<file path="config.mk">
export PLATFORM = sky130hd
export DESIGN_NAME = crf_scale
export DESIGN_NICKNAME = d
export VERILOG_FILES = /design/src/rtl/crf_pkg.sv /design/src/rtl/crf_scale.sv
export VERILOG_INCLUDE_DIRS = /design/src /design/src/rtl
export SDC_FILE = /design/constraint.sdc
export NUM_CORES = 2
export LEC_CHECK = 0
export ABC_CLOCK_PERIOD_IN_PS = 22000
export BUFFER_PORTS_ARGS = -buffer_cell sky130_fd_sc_hd__buf_2
export CORE_MARGIN = 2
export CORE_UTILIZATION = 35
export CTS_CLUSTER_SIZE = 28
export DETAILED_ROUTE_END_ITERATION = 6
export GPL_TIMING_DRIVEN = 0
export PLACE_DENSITY_LB_ADDON = 0.25
export SKIP_LAST_GASP = 1
export SYNTH_ARGS = -nofsm -noshare
export SYNTH_HDL_FRONTEND = slang
export SYNTH_SLANG_ARGS = --single-unit
</file>
<file path="constraint.sdc">
create_clock -name clk_i -period 22 [get_ports clk_i]
set_clock_uncertainty 0.15 [all_clocks]
set_input_delay 2.2 -clock clk_i [delete_from_list [all_inputs] [get_ports clk_i]]
set_output_delay 2.2 -clock clk_i [all_outputs]
set_load 0.05 [all_outputs]
</file>
<file path="src/rtl/complex_reciprocal_float_defines.svh">
`ifndef COMPLEX_RECIPROCAL_FLOAT_DEFINES_SVH
`define COMPLEX_RECIPROCAL_FLOAT_DEFINES_SVH

// checked on every clock edge outside reset
`define CRF_ASSERT(lbl, prop, msg) \
  lbl: assert property (@(posedge clk_i) disable iff (!rst_ni) prop) else $error(msg);

// checked on every clock edge, reset included
`define CRF_ASSERT_ALWAYS(lbl, prop, msg) \
  lbl: assert property (@(posedge clk_i) prop) else $error(msg);

`endif

</file>
<file path="src/rtl/crf_pkg.sv">
package crf_pkg;

  localparam int DivSteps = 27;
  localparam logic [31:0] CanonNan = 32'h7FC0_0000;
  localparam logic [31:0] SignBit  = 32'h8000_0000;

  typedef struct packed {
    logic [31:0] re;
    logic [31:0] im;
  } cplx_t;

  // unrounded value m * 2^(e-47), or a finished special word
  typedef struct packed {
    logic               spec;
    logic [31:0]        sval;
    logic               s;
    logic signed [10:0] e;
    logic [47:0]        m;
  } mul_t;

  typedef struct packed {
    cplx_t              z;
    logic               ok;
    logic               spec;
    logic [31:0]        sval;
    logic signed [10:0] e;
    logic [23:0]        md;
    logic [24:0]        r;
    logic [26:0]        q;
  } div_t;

  function automatic logic [31:0] canon(logic [31:0] b);
    if (b[30:23] == 8'hFF && b[22:0] != 23'd0) begin
      return CanonNan;
    end
    return b;
  endfunction

  // normalize, denormalize if needed, round to nearest even, pack
  function automatic logic [31:0] rnd(logic s, logic signed [10:0] e, logic [47:0] m);
    logic [5:0]         lz;
    logic               found;
    logic [47:0]        mn;
    logic [47:0]        mask;
    logic signed [10:0] be;
    logic signed [10:0] sh;
    logic               st;
    logic               g;
    logic               rup;
    logic [24:0]        sm;
    logic [9:0]         fe;
    logic [22:0]        fr;
    if (m == 48'd0) begin
      return {s, 31'd0};
    end
    lz = 6'd0;
    found = 1'b0;
    for (int i = 47; i >= 0; i--) begin
      if (!found && m[i]) begin
        lz = 6'(47 - i);
        found = 1'b1;
      end
    end
    mn = m << lz;
    be = e - $signed({5'd0, lz}) + 11'sd127;
    if (be <= 11'sd0) begin
      sh = 11'sd1 - be;
      if (sh >= 11'sd48) begin
        st = |mn;
        mn = 48'd0;
      end else begin
        mask = (48'd1 << sh[5:0]) - 48'd1;
        st = |(mn & mask);
        mn = mn >> sh[5:0];
      end
      mn[0] = mn[0] | st;
      be = 11'sd0;
    end
    g   = mn[23];
    st  = |mn[22:0];
    rup = g & (st | mn[24]);
    sm  = {1'b0, mn[47:24]} + 25'(rup);
    if (be == 11'sd0) begin
      fe = sm[23] ? 10'd1 : 10'd0;
      fr = sm[22:0];
    end else if (sm[24]) begin
      fe = be[9:0] + 10'd1;
      fr = sm[23:1];
    end else begin
      fe = be[9:0];
      fr = sm[22:0];
    end
    if (fe >= 10'd255) begin
      return {s, 8'hFF, 23'd0};
    end
    return {s, fe[7:0], fr};
  endfunction

  function automatic logic [31:0] rnd_m(mul_t p);
    if (p.spec) begin
      return p.sval;
    end
    return rnd(p.s, p.e, p.m);
  endfunction

  function automatic mul_t fmul_pre(logic [31:0] a, logic [31:0] b);
    mul_t               p;
    logic               za;
    logic               zb;
    logic               ia;
    logic               ib;
    logic               na;
    logic               nb;
    logic signed [10:0] ea;
    logic signed [10:0] eb;
    za = a[30:0] == 31'd0;
    zb = b[30:0] == 31'd0;
    ia = a[30:23] == 8'hFF && a[22:0] == 23'd0;
    ib = b[30:23] == 8'hFF && b[22:0] == 23'd0;
    na = a[30:23] == 8'hFF && a[22:0] != 23'd0;
    nb = b[30:23] == 8'hFF && b[22:0] != 23'd0;
    ea = (a[30:23] == 8'd0) ? -11'sd126 : $signed({3'd0, a[30:23]}) - 11'sd127;
    eb = (b[30:23] == 8'd0) ? -11'sd126 : $signed({3'd0, b[30:23]}) - 11'sd127;
    p.s    = a[31] ^ b[31];
    p.e    = ea + eb + 11'sd1;
    p.m    = {a[30:23] != 8'd0, a[22:0]} * {b[30:23] != 8'd0, b[22:0]};
    p.spec = 1'b0;
    p.sval = CanonNan;
    if (na || nb || (ia && zb) || (ib && za)) begin
      p.spec = 1'b1;
    end else if (ia || ib) begin
      p.spec = 1'b1;
      p.sval = {p.s, 8'hFF, 23'd0};
    end
    return p;
  endfunction

  // sum of two non-negative words (squares)
  function automatic mul_t fadd_pre(logic [31:0] a, logic [31:0] b);
    mul_t               p;
    logic [31:0]        x;
    logic [31:0]        y;
    logic signed [10:0] ex;
    logic signed [10:0] ey;
    logic signed [10:0] d;
    logic [26:0]        my;
    logic [26:0]        mask;
    logic               st;
    logic [27:0]        sum;
    if (a[30:23] >= b[30:23]) begin
      x = a;
      y = b;
    end else begin
      x = b;
      y = a;
    end
    ex = (x[30:23] == 8'd0) ? -11'sd126 : $signed({3'd0, x[30:23]}) - 11'sd127;
    ey = (y[30:23] == 8'd0) ? -11'sd126 : $signed({3'd0, y[30:23]}) - 11'sd127;
    d  = ex - ey;
    my = {y[30:23] != 8'd0, y[22:0], 3'd0};
    if (d >= 11'sd27) begin
      st = |my;
      my = 27'd0;
    end else begin
      mask = (27'd1 << d[4:0]) - 27'd1;
      st = |(my & mask);
      my = my >> d[4:0];
    end
    my[0] = my[0] | st;
    sum = {1'b0, x[30:23] != 8'd0, x[22:0], 3'd0} + {1'b0, my};
    p.s    = 1'b0;
    p.e    = ex + 11'sd1;
    p.m    = {sum, 20'd0};
    p.spec = 1'b0;
    p.sval = CanonNan;
    if ((a[30:23] == 8'hFF && a[22:0] != 23'd0) || (b[30:23] == 8'hFF && b[22:0] != 23'd0)) begin
      p.spec = 1'b1;
    end else if (a[30:23] == 8'hFF || b[30:23] == 8'hFF) begin
      p.spec = 1'b1;
      p.sval = {1'b0, 8'hFF, 23'd0};
    end
    return p;
  endfunction

  // unpack the divisor for the restoring reciprocal
  function automatic div_t div_init(cplx_t z, logic [31:0] den);
    div_t       t;
    logic [4:0] lz;
    logic       found;
    logic [23:0] mm;
    t.z    = z;
    t.ok   = den != 32'd0;
    t.spec = 1'b0;
    t.sval = CanonNan;
    t.r    = 25'd1 << 23;
    t.q    = 27'd0;
    lz     = 5'd0;
    found  = 1'b0;
    mm     = {den[30:23] != 8'd0, den[22:0]};
    for (int i = 23; i >= 0; i--) begin
      if (!found && mm[i]) begin
        lz = 5'(23 - i);
        found = 1'b1;
      end
    end
    if (den[30:23] == 8'd0) begin
      t.md = mm << lz;
      t.e  = 11'sd126 + $signed({6'd0, lz});
    end else begin
      t.md = mm;
      t.e  = 11'sd127 - $signed({3'd0, den[30:23]});
    end
    if (den[30:23] == 8'hFF) begin
      t.spec = 1'b1;
      t.sval = (den[22:0] != 23'd0) ? CanonNan : 32'd0;
    end
    return t;
  endfunction

  function automatic div_t div_step(div_t t);
    div_t        n;
    logic [24:0] rr;
    n  = t;
    rr = t.r - {1'b0, t.md};
    if (t.r >= {1'b0, t.md}) begin
      n.q = {t.q[25:0], 1'b1};
      n.r = {rr[23:0], 1'b0};
    end else begin
      n.q = {t.q[25:0], 1'b0};
      n.r = {t.r[23:0], 1'b0};
    end
    return n;
  endfunction

endpackage

</file>
<file path="src/rtl/crf_scale.sv">
`include "complex_reciprocal_float_defines.svh"

module crf_scale (
  input  logic          clk_i,
  input  logic          rst_ni,
  input  logic          en_i,
  input  logic          vld_i,
  input  crf_pkg::cplx_t z_i,
  input  logic [31:0]   inv_i,
  input  logic          ok_i,
  output logic          vld_o,
  output logic [31:0]   recip_real_o,
  output logic [31:0]   recip_imag_o,
  output logic          ok_o
);

  logic [1:0]    v_q;
  crf_pkg::mul_t pr_q, pi_q;
  logic          ok1_q, ok2_q;
  logic [31:0]   rr_q, ri_q;
  logic [31:0]   rr_d, ri_d;

  always_comb begin
    rr_d = crf_pkg::canon(crf_pkg::rnd_m(pr_q));
    ri_d = crf_pkg::canon(crf_pkg::rnd_m(pi_q) ^ crf_pkg::SignBit);
    if (!ok1_q) begin
      rr_d = 32'd0;
      ri_d = 32'd0;
    end
  end

  always_ff @(posedge clk_i or negedge rst_ni) begin
    if (!rst_ni) begin
      v_q <= '0;
    end else if (en_i) begin
      v_q <= {v_q[0], vld_i};
    end
  end

  always_ff @(posedge clk_i) begin
    if (en_i) begin
      pr_q  <= crf_pkg::fmul_pre(z_i.re, inv_i);
      pi_q  <= crf_pkg::fmul_pre(z_i.im, inv_i);
      ok1_q <= ok_i;
      rr_q  <= rr_d;
      ri_q  <= ri_d;
      ok2_q <= ok1_q;
    end
  end

  assign vld_o        = v_q[1];
  assign recip_real_o = rr_q;
  assign recip_imag_o = ri_q;
  assign ok_o         = ok2_q;

  `CRF_ASSERT(a_zero_when_bad, vld_o && !ok_o |-> rr_q == 32'd0 && ri_q == 32'd0,
              "result not cleared for zero magnitude")
  `CRF_ASSERT(a_nan_canon,
              vld_o && ri_q[30:23] == 8'hFF && ri_q[22:0] != 23'd0 |-> ri_q == crf_pkg::CanonNan,
              "imaginary NaN not canonical")

endmodule

</file>
* Word level (Yosys, flattened, before mapping) *
Cells that the tools add are included.

word-level totals
  input bits = 101
  register bits after elaboration = 254
  output and inout port bits = 66
  word-level logic and storage cells = 762

operators by class
  mux-type cells = 457
  $lt $le $gt $ge = 6
  multipliers = 2
  add/sub/neg operators = 19
  equality and inequality tests = 5
  reduce and logical (&&, ||, !) cells = 237
  shifts and indexed selects = 6
  bitwise gates (word level) = 13

operators by type and width
  kind                     number
  $mux W48                 14
  $mux W6                  96
  $mux W32                 16
  $mux W1                  308
  $reduce_or A48 Y1        4
  $reduce_bool A23 Y1      5
  $logic_and A1 B1 Y1      106
  $mux W11                 9
  $and A48 B48 Y48         2
  $logic_not A48 Y1        2
  $mul A24 B24 Y48         2
  $shl A1 B6 Y48 const A   2
  $shl A48 B6 Y48          2
  $shr A48 B6 Y48          2
  $sub A48 B1 Y48 const B  2
  $logic_not A1 Y1         94
  $logic_not A31 Y1        3
  $mux W23                 4
  $mux W10                 8
  $logic_not A23 Y1        3
  $mux W33                 2
  $add A24 B1 Y25          2
  $reduce_or A23 Y1        2
  $eq A8 B8 Y1 const B     5
  other kinds (19)         50

* Logic depth before layout (Yosys ltp) *
  word-level depth = 274
  mapped depth = 44
  gate-level depth less buffers = 35

* Least setup slack after synthesis *
OpenSTA, ideal clock, no wires.

  path kind = reg-to-reg
  start point = register pi_q[27] (netlist name)
  end point = register ri_q[19], in the netlist recip_imag_o[19] (data pin)
  cell stages (with the launch flop) = 42
  data arrival time = 9.893 ns
  period minus slack after synthesis = 10.319 ns
  path buffers = 13
  required time = 21.574 ns
  setup time = 0.276 ns
  slack = 11.681 ns
  cells stage by stage = edfxtp_1 -> or4_4 -> nor2_2 -> and4_1 -> clkbuf_1 -> nand4b_1 -> and3_1 -> o21ai_1 -> inv_1 -> clkbuf_1 -> clkbuf_1 -> clkbuf_1 -> buf_1 -> ha_1 -> ha_1 -> inv_1 -> clkbuf_1 -> clkbuf_1 -> [6 not listed] -> o41ai_1 -> o211a_1 -> clkbuf_1 -> nand2_1 -> nor4_1 -> a211o_1 -> a21boi_0 -> ha_1 -> o31ai_1 -> or4_1 -> buf_2 -> or4_1 -> or4_1 -> nand2_1 -> and4_1 -> buf_6 -> buf_6 -> nor4_2

on the way
  longest elaborated chain between the ends = 173
  elaborated cells on any way between the ends = 222
  those cells by class = add/sub (6); order compare (3); eq/ne (1); shift (3); mux (143); bitwise (4); reduce/logical (62)

RTL lines
  what                                                 line             text
  start, declared                                      crf_scale.sv:18  crf_pkg::mul_t pr_q, pi_q;
  start signal, assigned                               crf_scale.sv:43  pi_q <= crf_pkg::fmul_pre(z_i.im, inv_i);
  $logic_and A1 B1 Y1                                  crf_pkg.sv:59    if (!found && m[i]) begin
  $mux W1                                              crf_pkg.sv:59
  $mux W1                                              crf_pkg.sv:56    lz = 6'd0;
  $mux W1                                              crf_pkg.sv:103   return rnd(p.s, p.e, p.m);
  $logic_not A1 Y1                                     crf_pkg.sv:59
  $logic_and A1 B1 Y1                                  crf_pkg.sv:59
  $mux W1                                              crf_pkg.sv:59
  $mux W1                                              crf_pkg.sv:56
  [157 not listed]                                     --
  $mux W1                                              crf_pkg.sv:103
  $mux W32                                             crf_pkg.sv:96    return {s, fe[7:0], fr};
  $mux W32 (*)                                         crf_pkg.sv:56
  $mux W32 (*)                                         crf_pkg.sv:103
  $reduce_bool A23 Y1 or $eq A8 B8 Y1 (tied branches)  crf_pkg.sv:33    if (b[30:23] == 8'hFF && b[22:0] != 23'd0) begin
  $logic_and A1 B1 Y1                                  crf_pkg.sv:33
  $mux W1                                              crf_pkg.sv:33
  $mux W32 (*)                                         crf_pkg.sv:36    return b;
  end signal, assigned                                 crf_scale.sv:46  ri_q <= ri_d;
  end, declared                                        crf_scale.sv:20  logic [31:0] rr_q, ri_q;

Mark *: on every way between the ends. The rest lies on a longest branch, timed or not. The select of a mux whose other input is x is not followed.
A chain may end at the register's enable or synchronous reset.

* Worst setup path after layout *
  start point = register pi_q[30] (netlist name)
  end point = register ri_q[10], in the netlist recip_imag_o[10] (data pin)

on the way
  longest elaborated chain between the ends = 188
  elaborated cells on any way between the ends = 240
  those cells by class = add/sub (6); order compare (3); eq/ne (1); shift (3); mux (155); bitwise (4); reduce/logical (68)

RTL lines
  what                                                 line
  $logic_and A1 B1 Y1                                  crf_pkg.sv:59
  $mux W1                                              crf_pkg.sv:59
  $mux W1                                              crf_pkg.sv:56
  $mux W1                                              crf_pkg.sv:103
  $logic_not A1 Y1                                     crf_pkg.sv:59
  $logic_and A1 B1 Y1                                  crf_pkg.sv:59
  $mux W1                                              crf_pkg.sv:59
  $mux W1                                              crf_pkg.sv:56
  [172 not listed]                                     --
  $mux W1                                              crf_pkg.sv:103
  $mux W32                                             crf_pkg.sv:96
  $mux W32 (*)                                         crf_pkg.sv:56
  $mux W32 (*)                                         crf_pkg.sv:103
  $reduce_bool A23 Y1 or $eq A8 B8 Y1 (tied branches)  crf_pkg.sv:33
  $logic_and A1 B1 Y1                                  crf_pkg.sv:33
  $mux W1                                              crf_pkg.sv:33
  $mux W32 (*)                                         crf_pkg.sv:36

Marked as above.

==> reports/qor.yml <==
vias: 66400
hold_buffers: 0
maxCapViolations: 1
die_area_um2: 193000
hold_end: "v_q[0]"
crit_top_cell: "clkbuf_1"
setup_ws_ns: 6.27
violations: "max-capacitance violations, max-slew violations"
holdCritStartpoint: "v_q[0]"
ctsResizeCount: 0
synth_edf_count: 192
grt_pass1_vias: 66500
antenna_found_initial: 26
rr_worst_depth: 43
h-tree-depth: 4
die_w_um: 440
outcome: "finished, violations left"
io_buffers: 166
clk_pin_slew_ns: 0.11
slew_viol_final: 11
yosys_warnings: 0
area_growth_pct: 7.33
rsz0062_at_grt: "no"
timing.rr.end: "recip_imag_o[10]"
hpwl_mm: 275
grt_max_degree: 98
core_area_um2: 188000
synth_cells: 8110
final_net_count: 9791
drt_wl_total_mm: 337
finalSetupViolations: 0
routabilityCongestion: 1.04
fmax_mhz: 63.6
viasPerCell: 6.13
cts_buffers: 17
drive_gt1_share_pct: 5.75
ys_seq_area_share_pct: 8.76
cp-end-kind: "flop"
die_h_um: 440
start_util_pct: 35.3
syn_nets: 9595
synth_area_um2: 66400
whs_path_depth: 1
cts.sink_count: 194
firstDrtPassIters: 7
mostFrequentLayoutCell: "nand2_1"
path_max_fanout: 11
r2r_start: "pi_q[30]"
synth.distinct_cells: 126
r2r_slack_ns: 6.27
slowest_delay_ns: 0.78
postCtsSetupBuffers: 0
setup_tns_ns: 0
synth_top_area_share_pct: 29.2
yosys_most_used_dff: "edfxtp_1"
grt_usage_pct: 34.5
clock_path_buffers: 2
critPathLaunchType: "flop"
post-route-period-util_pct: 71.5
hold_class: "flop to flop"
yosysTopAreaCell: "fa_1"
cpMaxStageDelayCell: "clkbuf_1"
ys_seq_elements: 194
first_iter_violations: 7168
cts_tree: "done"
root_buffer: "clkbuf_16"
crit_arrival_ns: 15.86
relSlewSlack_pct: -2.99
rows: 159
period_minus_slack_ns: 15.73
top_level_ports: 167
dpl_worst_slack_ns: 6.84
grt_pass1_wl_mm: 482
required_ns: 22.12
syn_area_per_cell_um2: 8.19
grt.overflow.total: 0
worst_pin_slew_ns: 1.54
postRouteAntennaNets: 0
synthTopCellsByArea: "fa_1 29%, edfxtp_1 8.7%, ha_1 7.8%, nand2_1 6.2%, inv_1 6.1%"
worstSkewPairLatency_ns: 0.55
wire_per_inst_um: 31.1
async_flop_share_pct: 1.03
crit_type: "flop to flop"
drc_errors: 0
layout_common_cells: "1102 x nand2_1, 1080 x inv_1, 968 x fa_1"
hold_viol: 0
-- kinds of logic after synthesis --
family / count (synthesis) / synth area share [%]
AO/OA/AOI/OAI: 1573 / 16.4
XOR/XNOR: 214 / 2.82
adder cells (fa/ha/maj): 1384 / 37.0
buffers and inverters: 1592 / 9.32
flip-flops: 194 / 8.76
multiplexers: 210 / 3.87
AND/OR/NAND/NOR: 2943 / 21.8
-- per-stage QoR --
stage	cells	util, %	cell area (µm²)	hold slack [ns]
finish	10800	37.9	71300	0.370
global route	10800	37.9	71200	0.388
CTS	10800	37.8	71200	0.372
detailed placement	10800	37.5	70600	0.345
global placement	10800	37.4	70300	0.334
floorplan	8110	-	66400	0.325
-- flip-flops by register name (all words and copies together), names as in the netlist --
register      cells
pi_q             63
recip_imag_o     32
pr_q             63
recip_real_o     32
v_q               2
ok1_q             1
ok_o              1
-- Yosys cell counts, types with 64 or more instances --
master    instances
xnor2_1         156
a211oi_1        120
nor3_1          175
nor4_1           81
a31oi_1          85
o211ai_1         73
o22ai_1          67
mux2i_1         134
and3_1           64
edfxtp_1        192
and2_1          495
nor2_1          461
o21ai_0         234
inv_1          1080
ha_1            416
nand2_1        1102
a21oi_1         338
nand4_1          90
fa_1            968
clkbuf_1        404
nand3_1         216
-- metal layers --
layer / global-route usage, % / share of wire (%) / vias to the layer above
li1: - / - / 28000
met1: 43.7 / 39 / 33500
met2: 52.9 / 44 / 3914
met3: 6.91 / 9.1 / 1007
met4: 23.5 / 8.0 / 14
met5: 0 / 0.036 / -
-- layout make-up --
type                            count  area [µm²]
Antenna cell                       12        30.0
Buffer                            502        2100
Clock buffer                       17         425
Clock inverter                     15         229
Fill cell                       19800      117000
Inverter                         1090        4090
Multi-Input combinational cell   6324       54500
Sequential cell                   194        5820
Tap cell                         2495        3120
Timing Repair Buffer              177         981
-- how the worst max path moves through the flow --
stage | start | end | depth (start not counted)
after floorplan | pi_q[27] | recip_imag_o[19] | 41
after global placement | pi_q[30] | recip_imag_o[10] | 43
after detailed placement | pi_q[30] | recip_imag_o[10] | 43
after CTS | pi_q[30] | recip_imag_o[10] | 43
after global routing | pi_q[30] | recip_imag_o[10] | 43
final | pi_q[30] | recip_imag_o[10] | 43
-- critical path: cells and delay by family, from the launching register on --
kind                       cells  cell delay (ns)
DFF                            1             0.34
and+or+nand+nor               10             2.90
buffers and inverters         21             9.02
adders and majority gates      4             1.29
AOI/OAI and AO/OA              8             1.68
Power is not shown: default switching activity piles up to over one toggle a cycle in this logic, so the estimate is an artifact.
