`src/rtl/complex_reciprocal_float_defines.svh`:
```
`ifndef COMPLEX_RECIPROCAL_FLOAT_DEFINES_SVH
`define COMPLEX_RECIPROCAL_FLOAT_DEFINES_SVH

// checked on every clock edge outside reset
`define CRF_ASSERT(lbl, prop, msg) \
  lbl: assert property (@(posedge clk_i) disable iff (!rst_ni) prop) else $error(msg);

// checked on every clock edge, reset included
`define CRF_ASSERT_ALWAYS(lbl, prop, msg) \
  lbl: assert property (@(posedge clk_i) prop) else $error(msg);

`endif

```
`src/rtl/crf_pkg.sv`:
```
package crf_pkg;

  localparam int DivSteps = 27;
  localparam logic [31:0] CanonNan = 32'h7FC0_0000;
  localparam logic [31:0] SignBit  = 32'h8000_0000;

  typedef struct packed {
    logic [31:0] re;
    logic [31:0] im;
  } cplx_t;

  // unrounded value m * 2^(e-47), or a finished special word
  typedef struct packed {
    logic               spec;
    logic [31:0]        sval;
    logic               s;
    logic signed [10:0] e;
    logic [47:0]        m;
  } mul_t;

  typedef struct packed {
    cplx_t              z;
    logic               ok;
    logic               spec;
    logic [31:0]        sval;
    logic signed [10:0] e;
    logic [23:0]        md;
    logic [24:0]        r;
    logic [26:0]        q;
  } div_t;

  function automatic logic [31:0] canon(logic [31:0] b);
    if (b[30:23] == 8'hFF && b[22:0] != 23'd0) begin
      return CanonNan;
    end
    return b;
  endfunction

  // normalize, denormalize if needed, round to nearest even, pack
  function automatic logic [31:0] rnd(logic s, logic signed [10:0] e, logic [47:0] m);
    logic [5:0]         lz;
    logic               found;
    logic [47:0]        mn;
    logic [47:0]        mask;
    logic signed [10:0] be;
    logic signed [10:0] sh;
    logic               st;
    logic               g;
    logic               rup;
    logic [24:0]        sm;
    logic [9:0]         fe;
    logic [22:0]        fr;
    if (m == 48'd0) begin
      return {s, 31'd0};
    end
    lz = 6'd0;
    found = 1'b0;
    for (int i = 47; i >= 0; i--) begin
      if (!found && m[i]) begin
        lz = 6'(47 - i);
        found = 1'b1;
      end
    end
    mn = m << lz;
    be = e - $signed({5'd0, lz}) + 11'sd127;
    if (be <= 11'sd0) begin
      sh = 11'sd1 - be;
      if (sh >= 11'sd48) begin
        st = |mn;
        mn = 48'd0;
      end else begin
        mask = (48'd1 << sh[5:0]) - 48'd1;
        st = |(mn & mask);
        mn = mn >> sh[5:0];
      end
      mn[0] = mn[0] | st;
      be = 11'sd0;
    end
    g   = mn[23];
    st  = |mn[22:0];
    rup = g & (st | mn[24]);
    sm  = {1'b0, mn[47:24]} + 25'(rup);
    if (be == 11'sd0) begin
      fe = sm[23] ? 10'd1 : 10'd0;
      fr = sm[22:0];
    end else if (sm[24]) begin
      fe = be[9:0] + 10'd1;
      fr = sm[23:1];
    end else begin
      fe = be[9:0];
      fr = sm[22:0];
    end
    if (fe >= 10'd255) begin
      return {s, 8'hFF, 23'd0};
    end
    return {s, fe[7:0], fr};
  endfunction

  function automatic logic [31:0] rnd_m(mul_t p);
    if (p.spec) begin
      return p.sval;
    end
    return rnd(p.s, p.e, p.m);
  endfunction

  function automatic mul_t fmul_pre(logic [31:0] a, logic [31:0] b);
    mul_t               p;
    logic               za;
    logic               zb;
    logic               ia;
    logic               ib;
    logic               na;
    logic               nb;
    logic signed [10:0] ea;
    logic signed [10:0] eb;
    za = a[30:0] == 31'd0;
    zb = b[30:0] == 31'd0;
    ia = a[30:23] == 8'hFF && a[22:0] == 23'd0;
    ib = b[30:23] == 8'hFF && b[22:0] == 23'd0;
    na = a[30:23] == 8'hFF && a[22:0] != 23'd0;
    nb = b[30:23] == 8'hFF && b[22:0] != 23'd0;
    ea = (a[30:23] == 8'd0) ? -11'sd126 : $signed({3'd0, a[30:23]}) - 11'sd127;
    eb = (b[30:23] == 8'd0) ? -11'sd126 : $signed({3'd0, b[30:23]}) - 11'sd127;
    p.s    = a[31] ^ b[31];
    p.e    = ea + eb + 11'sd1;
    p.m    = {a[30:23] != 8'd0, a[22:0]} * {b[30:23] != 8'd0, b[22:0]};
    p.spec = 1'b0;
    p.sval = CanonNan;
    if (na || nb || (ia && zb) || (ib && za)) begin
      p.spec = 1'b1;
    end else if (ia || ib) begin
      p.spec = 1'b1;
      p.sval = {p.s, 8'hFF, 23'd0};
    end
    return p;
  endfunction

  // sum of two non-negative words (squares)
  function automatic mul_t fadd_pre(logic [31:0] a, logic [31:0] b);
    mul_t               p;
    logic [31:0]        x;
    logic [31:0]        y;
    logic signed [10:0] ex;
    logic signed [10:0] ey;
    logic signed [10:0] d;
    logic [26:0]        my;
    logic [26:0]        mask;
    logic               st;
    logic [27:0]        sum;
    if (a[30:23] >= b[30:23]) begin
      x = a;
      y = b;
    end else begin
      x = b;
      y = a;
    end
    ex = (x[30:23] == 8'd0) ? -11'sd126 : $signed({3'd0, x[30:23]}) - 11'sd127;
    ey = (y[30:23] == 8'd0) ? -11'sd126 : $signed({3'd0, y[30:23]}) - 11'sd127;
    d  = ex - ey;
    my = {y[30:23] != 8'd0, y[22:0], 3'd0};
    if (d >= 11'sd27) begin
      st = |my;
      my = 27'd0;
    end else begin
      mask = (27'd1 << d[4:0]) - 27'd1;
      st = |(my & mask);
      my = my >> d[4:0];
    end
    my[0] = my[0] | st;
    sum = {1'b0, x[30:23] != 8'd0, x[22:0], 3'd0} + {1'b0, my};
    p.s    = 1'b0;
    p.e    = ex + 11'sd1;
    p.m    = {sum, 20'd0};
    p.spec = 1'b0;
    p.sval = CanonNan;
    if ((a[30:23] == 8'hFF && a[22:0] != 23'd0) || (b[30:23] == 8'hFF && b[22:0] != 23'd0)) begin
      p.spec = 1'b1;
    end else if (a[30:23] == 8'hFF || b[30:23] == 8'hFF) begin
      p.spec = 1'b1;
      p.sval = {1'b0, 8'hFF, 23'd0};
    end
    return p;
  endfunction

  // unpack the divisor for the restoring reciprocal
  function automatic div_t div_init(cplx_t z, logic [31:0] den);
    div_t       t;
    logic [4:0] lz;
    logic       found;
    logic [23:0] mm;
    t.z    = z;
    t.ok   = den != 32'd0;
    t.spec = 1'b0;
    t.sval = CanonNan;
    t.r    = 25'd1 << 23;
    t.q    = 27'd0;
    lz     = 5'd0;
    found  = 1'b0;
    mm     = {den[30:23] != 8'd0, den[22:0]};
    for (int i = 23; i >= 0; i--) begin
      if (!found && mm[i]) begin
        lz = 5'(23 - i);
        found = 1'b1;
      end
    end
    if (den[30:23] == 8'd0) begin
      t.md = mm << lz;
      t.e  = 11'sd126 + $signed({6'd0, lz});
    end else begin
      t.md = mm;
      t.e  = 11'sd127 - $signed({3'd0, den[30:23]});
    end
    if (den[30:23] == 8'hFF) begin
      t.spec = 1'b1;
      t.sval = (den[22:0] != 23'd0) ? CanonNan : 32'd0;
    end
    return t;
  endfunction

  function automatic div_t div_step(div_t t);
    div_t        n;
    logic [24:0] rr;
    n  = t;
    rr = t.r - {1'b0, t.md};
    if (t.r >= {1'b0, t.md}) begin
      n.q = {t.q[25:0], 1'b1};
      n.r = {rr[23:0], 1'b0};
    end else begin
      n.q = {t.q[25:0], 1'b0};
      n.r = {t.r[23:0], 1'b0};
    end
    return n;
  endfunction

endpackage

```
`src/rtl/crf_sq_add.sv`:
```
module crf_sq_add (
  input  logic          clk_i,
  input  logic          rst_ni,
  input  logic          en_i,
  input  logic          vld_i,
  input  crf_pkg::cplx_t z_i,
  output logic          vld_o,
  output crf_pkg::cplx_t z_o,
  output logic [31:0]   den_o
);

  logic [3:0]      v_q;
  crf_pkg::cplx_t  z1_q, z2_q, z3_q, z4_q;
  crf_pkg::mul_t   pr_q, pi_q, sum_q;
  logic [31:0]     sr_q, si_q, den_q;

  always_ff @(posedge clk_i or negedge rst_ni) begin
    if (!rst_ni) begin
      v_q <= '0;
    end else if (en_i) begin
      v_q <= {v_q[2:0], vld_i};
    end
  end

  // square, round, add, round
  always_ff @(posedge clk_i) begin
    if (en_i) begin
      z1_q  <= z_i;
      pr_q  <= crf_pkg::fmul_pre(z_i.re, z_i.re);
      pi_q  <= crf_pkg::fmul_pre(z_i.im, z_i.im);
      z2_q  <= z1_q;
      sr_q  <= crf_pkg::rnd_m(pr_q);
      si_q  <= crf_pkg::rnd_m(pi_q);
      z3_q  <= z2_q;
      sum_q <= crf_pkg::fadd_pre(sr_q, si_q);
      z4_q  <= z3_q;
      den_q <= crf_pkg::rnd_m(sum_q);
    end
  end

  assign vld_o = v_q[3];
  assign z_o   = z4_q;
  assign den_o = den_q;

endmodule

```
`config.mk`:
```
export PLATFORM = sky130hd
export DESIGN_NAME = crf_sq_add
export DESIGN_NICKNAME = d
export VERILOG_FILES = /design/src/rtl/complex_reciprocal_float_defines.svh /design/src/rtl/crf_pkg.sv /design/src/rtl/crf_sq_add.sv
export SDC_FILE = /design/constraint.sdc
export NUM_CORES = 2
export LEC_CHECK = 0
export ABC_CLOCK_PERIOD_IN_PS = 21000
export BUFFER_PORTS_ARGS = -buffer_cell sky130_fd_sc_hd__buf_2
export CAP_MARGIN = 20
export CELL_PAD_IN_SITES_DETAIL_PLACEMENT = 1
export CELL_PAD_IN_SITES_GLOBAL_PLACEMENT = 2
export CORE_UTILIZATION = 45
export CTS_BUF_LIST = sky130_fd_sc_hd__clkbuf_4 sky130_fd_sc_hd__clkbuf_8
export CTS_CLUSTER_DIAMETER = 150
export CTS_CLUSTER_SIZE = 24
export DETAILED_ROUTE_END_ITERATION = 8
export PLACE_DENSITY_LB_ADDON = 0.08
export SYNTH_ARGS = -nofsm -noshare
export SYNTH_HDL_FRONTEND = slang
export SYNTH_SLANG_ARGS = --single-unit
```
`constraint.sdc`:
```
create_clock -name clk_i -period 21 [get_ports clk_i]
set_input_delay 4.2 -clock clk_i [delete_from_list [all_inputs] [get_ports clk_i]]
set_output_delay 4.2 -clock clk_i [all_outputs]
set_load 0.005 [all_outputs]
```
Word-level counts from Yosys, hierarchy flattened:

Cells that the tools add are included.
W data, S select, Z words.

* add/sub/neg operators: 30
* multiply operators: 2
* div/mod/pow operators: 0
* magnitude comparators: 11
* equal/unequal tests: 4
* shift operators: 11
* muxes and demuxes: 752
* bitwise gates (word level): 14
* reductions and logical operators: 289

Operators by type and width (count)
* $mux W48: 27
* $mux W6: 127
* $mux W1: 534
* $mux W31: 16
* $reduce_or A48 Y1: 6
* $mux W32: 6
* $mux W11: 16
* $mux W10: 15
* $and A48 B48 Y48: 3
* $logic_not A48 Y1: 3
* $shl A1 B6 Y48 const A: 3
* $shl A48 B6 Y48: 3
* $shr A48 B6 Y48: 3
* $sub A48 B1 Y48 const B: 3
* $mux W23: 6
* $logic_and A1 B1 Y1: 129
* $logic_not A1 Y1: 121
* $mux W33: 3
* $mul A24 B24 Y48: 2
* $reduce_bool A23 Y1: 4
* $add A24 B1 Y25: 3
* $reduce_or A23 Y1: 3
* $logic_not A31 Y1: 2
* $mux W27: 2
* other kinds (28): 73

* bits in registers: 608
* bits in latches: 0
* bits in writable memories: 0
* ROM bits: 0
* bits of input ports: 68
* logic and storage cells: 1137
* memories: 0

Longest topological paths before layout:

* word-level depth: 323
* mapped depth: 57

Worst setup path before layout:

OpenSTA, ideal clock, no wires.

* path type: input to register
* start point: in z_i[43] (netlist bit)
* end point: reg pr_q[46] (netlist bit), data pin
* arrival time: 11.972 ns
* required time: 20.742 ns
* path slack: 8.770 ns
* cell stages on the path: 32
* path buffers: 2
* path through: clkbuf_1 clkbuf_1 nand2_1 fa_1 inv_1 fa_1 fa_1 fa_1 ha_1 fa_1 inv_1 fa_1 inv_1 ha_1 and3_1 a31oi_1 a211oi_1 a41o_1 o41ai_1 o21ai_0 o41a_1 a41oi_1 a21oi_1 a41oi_1 a2111oi_0 nor2_1 nor2b_1 o21a_1 nor4_1 o41ai_1 a21oi_1 xnor2_1

* cells in the longest elaborated chain, start to end: 1

Ends and longest elaborated chain
* from (decl): line crf_sq_add.sv:6 `input crf_pkg::cplx_t z_i,`
* $mul A24 B24 Y48: line crf_pkg.sv:126 `p.m = {a[30:23] != 8'd0, a[22:0]} * {b[30:23] != 8'd0, b[22:0]};`
* to (signal assigned): line crf_sq_add.sv:29 `pr_q <= crf_pkg::fmul_pre(z_i.re, z_i.re);`
* to (decl): line crf_sq_add.sv:14 `crf_pkg::mul_t pr_q, pi_q, sum_q;`

Every way passes these cells.
A chain may end at the register's enable or synchronous reset.

Worst setup path after layout:

* start point: reg pi_q[45] (netlist bit)
* end point: reg si_q[18], data pin

* cells in the longest elaborated chain, start to end: 309
* elaborated cells between the ends (all ways): 378
* those cells by class: 6 x add/sub; 3 x order compare; 3 x shift; 266 x mux; 4 x bitwise; 96 x reduce/logical

Ends and longest elaborated chain
* from (decl): line crf_sq_add.sv:14
* from (signal assigned): line crf_sq_add.sv:30 `pi_q <= crf_pkg::fmul_pre(z_i.im, z_i.im);`
* $logic_and A1 B1 Y1: line crf_pkg.sv:59 `if (!found && m[i]) begin`
* $mux W1: line crf_pkg.sv:59
* $mux W1: line crf_pkg.sv:56 `lz = 6'd0;`
* $mux W1: line crf_pkg.sv:103 `return rnd(p.s, p.e, p.m);`
* $mux W1: line crf_sq_add.sv:27 `if (en_i) begin`
* $logic_not A1 Y1: line crf_pkg.sv:59
* $logic_and A1 B1 Y1: line crf_pkg.sv:59
* $mux W1: line crf_pkg.sv:59
* (+293 left out)
* $ge A10 B8 Y1: line crf_pkg.sv:93 `if (fe >= 10'd255) begin`
* $mux W1: line crf_pkg.sv:93
* $mux W1: line crf_pkg.sv:56
* $mux W1: line crf_pkg.sv:103
* $mux W1: line crf_sq_add.sv:27
* $mux W31: line crf_pkg.sv:96 `return {s, fe[7:0], fr};`
* $mux W31 (*): line crf_pkg.sv:56
* $mux W31 (*): line crf_pkg.sv:103
* to (signal assigned): line crf_sq_add.sv:33 `si_q <= crf_pkg::rnd_m(pi_q);`
* to (decl): line crf_sq_add.sv:15 `logic [31:0] sr_q, si_q, den_q;`

Every way passes the cells marked *; elsewhere a longest branch is shown, timed or not. The select of a mux whose other input is x is not followed.

==> impl_metrics.yaml <==
run_status:
  outcome: "complete, no violations"
clocking:
  root_buffer: "clkbuf_8"
  cts_tree: "yes"
  ctsResizeCount: 0
  worstSkewPairLatency_ns: 0.83
  htreeDepth: 1
  clkSinkCount: 508
  cts_buffers: 29
  postCtsSetupRepairBufs: 0
  clkTransAtPathRegs_ns: 0.16
  cts_max_path_buffers: 3
  hold_buffers: 0
logic_synthesis:
  synth.distinct_cells: 126
  synth-edff-count: 504
  synth_top_cell_by_area: "fa_1"
  synth_top_family_by_area: "adder cells"
  ys_seq_elements: 508
  synth_fa_ha_area_share_pct: 28.0
  synth_simple_gate_area_share_pct: 19.1
  synth_ff_type: "edfxtp_1"
  synth_xor_area_share_pct: 3.18
  netlist.area_leader.share_pct: 20.9
  synthCells: 9475
  avgSynthCellArea_um2: 8.60
  yosysWarnings: 0
  synthMuxAreaShare_pct: 4.29
  synth_area_leaders: "fa_1 21%, edfxtp_1 19%, ha_1 7.2%"
  synthesis.area_mm2: 0.0815
  synth_compound_area_share_pct: 18.6
  syn_nets: 10900
  ys_seq_area_share_pct: 18.7
  synthArstFlopShare_pct: 0.787
critical_path:
  critPathSlowestCell: "nand4_1"
  r2r-end: "si_q[18]"
  critPathMaxStageDelay_ns: 0.89
  worstPathArrival_ns: 14.00
  required_ns: 21.62
  r2r_cells: 31
  rrSetupSlack_ns: 7.62
  worst_path_most_repeated_cell: "nor2_1"
  cp-end-kind: "flip-flop"
  cp-start-kind: "flip-flop"
  r2r-start: "pi_q[45]"
  path_class: "reg2reg"
  worst_path_dominant_cell_family: "simple AND/OR/NAND/NOR gates"
  worstPathMaxFanout: 44
  cp.buffers_inverters: 4
routing:
  post-route-drc-count: 0
  drt_first_pass_iters: 7
  ant_nets: 0
  routed_wl_um: 328000
  wl_per_cell_um: 28.1
  routed_via_density: 6.50
  vias: 76000
  drt_iter0_markers: 7247
timing:
  finClkSkew_ns: 0.0661
  max_slew_margin_pct: 18.2
  fin_hold_ws_ns: 0.428
  min_period_over_period_pct: 63.7
  setup_viol: 0
  final.min_clock_period_ns: 13.38
  hold_viol: 0
  max_freq_mhz: 74.7
  tns_ns: 0
  rsz0062_at_grt: "false"
  worstMarginPinSlew_ns: 1.23
  final_max_slew_viol_count: 0
worst_hold_path:
  worstHoldStart: "z1_q[60]"
  hold-path-endpoint: "z2_q[60]"
  hold_class: "reg2reg"
  min_path_cells: 0
die:
  std_cell_rows: 155
  core_mm2: 0.179
  initial_utilization_pct: 45.5
  die_w_um: 428
  ios: 165
  dieArea_mm2: 0.183
  dieHeight_um: 428
global_route:
  grt_overflow: 0
  grt_pass1_wl_um: 497000
  grt.total_usage_pct: 35.3
  antenna_found_initial: 14
  grt_pass1_vias: 78800
  grt_max_degree: 121
layout:
  post-route-util_pct: 47.6
  nNetsFinal: 10700
  n_fill_cell: 21200
  drive_gt1_share_pct: 6.66
  area_delta_synth_final_pct: 4.58
place:
  hpwlAfterDp_um: 256000
  numPortBuffers: 163
  place.gp.congestion: 0.993
job:
  cap_violations: 0
-- how the worst max path moves through the flow --
| stage | slack [ns] | endpoint | depth (start not counted) | from |
|---|---|---|---|---|
| 6_report | 7.62 | si_q[18] | 31 | pi_q[45] |
| 5_1_grt | 7.00 | si_q[18] | 31 | pi_q[45] |
| 3_3_place_gp | 7.43 | pi_q[47] | 32 | z_i[7] |
| 2_1_floorplan | 8.77 | pr_q[46] | 32 | z_i[43] |
| 4_1_cts | 7.69 | sr_q[9] | 29 | pr_q[43] |
| 3_5_place_dp | 7.15 | pr_q[44] | 33 | z_i[40] |
-- metrics by stage --
step                      cells  worst slack [ns]  cell area (µm²)
final                     11700              7.62            85200
after global routing      11700              7.00            85200
after CTS                 11700              7.69            85100
after detailed placement  11600              7.15            84500
after global placement    11600              7.43            84500
after floorplan            9475              8.77            81500
-- layout make-up --
class                      count  area, µm²  share of cell area, %
clock buffer                  35        444                  0.521
inverter                    1153       4330                   5.09
timing repair buffer         336       2150                   2.53
sequential                   508      15200                   17.9
clock inverter                11        180                  0.211
multi-input combinational   7296      59900                   70.3
antenna                        7       17.5                 0.0206
tap                         2355       2950                   3.46
-- state kept, by name, summed over array words and instances (netlist names) --
register	count
z2_q	64
den_o	31
z3_q	64
z_o	64
z1_q	64
si_q	31
sr_q	31
pr_q	57
pi_q	57
sum_q	41
v_q	4
-- routing by layer --
metal	GRT usage, %	vias up	share of wire [%]
li1	-	33300	-
met1	48.8	39000	43
met2	56.5	3075	46
met3	4.05	677	6.7
met4	13.7	2	4.4
met5	0	-	0.0040
-- synthesized netlist by cell type (all sizes together) (27+ instances only) --
cell type	instances
a2111oi	47
a211o	34
a211oi	129
a21o	68
a21oi	489
a221oi	46
a22oi	65
a311oi	27
a31oi	103
a32oi	35
and2	360
and3	68
buf	137
clkbuf	381
edfxtp	504
fa	849
ha	467
inv	1148
mux2	66
mux2i	223
nand2	850
nand2b	54
nand3	410
nand4	118
nor2	656
nor2b	44
nor3	273
nor4	115
o2111ai	38
o211ai	123
o21a	47
o21ai	386
o21bai	38
o221ai	51
o22ai	104
o31ai	66
o32ai	38
or2	37
or3	64
or4	38
xnor2	209
xor2	79
-- kinds of logic (layout without fill, tap and decap cells) --
logic type / Yosys count / in the layout
AO/OA/AOI/OAI: 2215 / 2215
AND/OR/NAND/NOR: 3161 / 3161
other: 1 / 8
flip-flops: 508 / 508
adder cells (fa/ha/maj): 1317 / 1317
multiplexers: 311 / 311
XOR/XNOR: 291 / 291
buffers and inverters: 1671 / 1535
-- layout by cell type (no fill, tap or decap), types with 33 or more instances in the layout --
cell	instances
o31ai_1	62
a211oi_1	128
o21bai_1	38
a21o_1	68
nor2b_1	44
o21ai_0	362
nor4_1	100
fa_1	849
o21a_1	47
ha_1	463
a31oi_1	101
or3_1	63
nand2_1	846
a32oi_1	35
xor2_1	79
and2_1	360
inv_1	1140
mux2_2	63
nand3_1	403
mux2i_1	220
and3_1	68
xnor2_1	205
a211o_1	33
a2111oi_0	42
o211ai_1	121
nand4_1	118
buf_2	163
a21oi_1	487
nor2_1	653
o22ai_1	103
o2111ai_1	37
edfxtp_1	504
o32ai_1	37
o221ai_1	49
nor3_1	263
nand2b_1	54
buf_4	166
or4_1	36
a221oi_1	44
a22oi_1	65
Power is left out: the tool's default activity adds up to more than one toggle a clock period on the data nets, which glitch-free logic cannot reach.
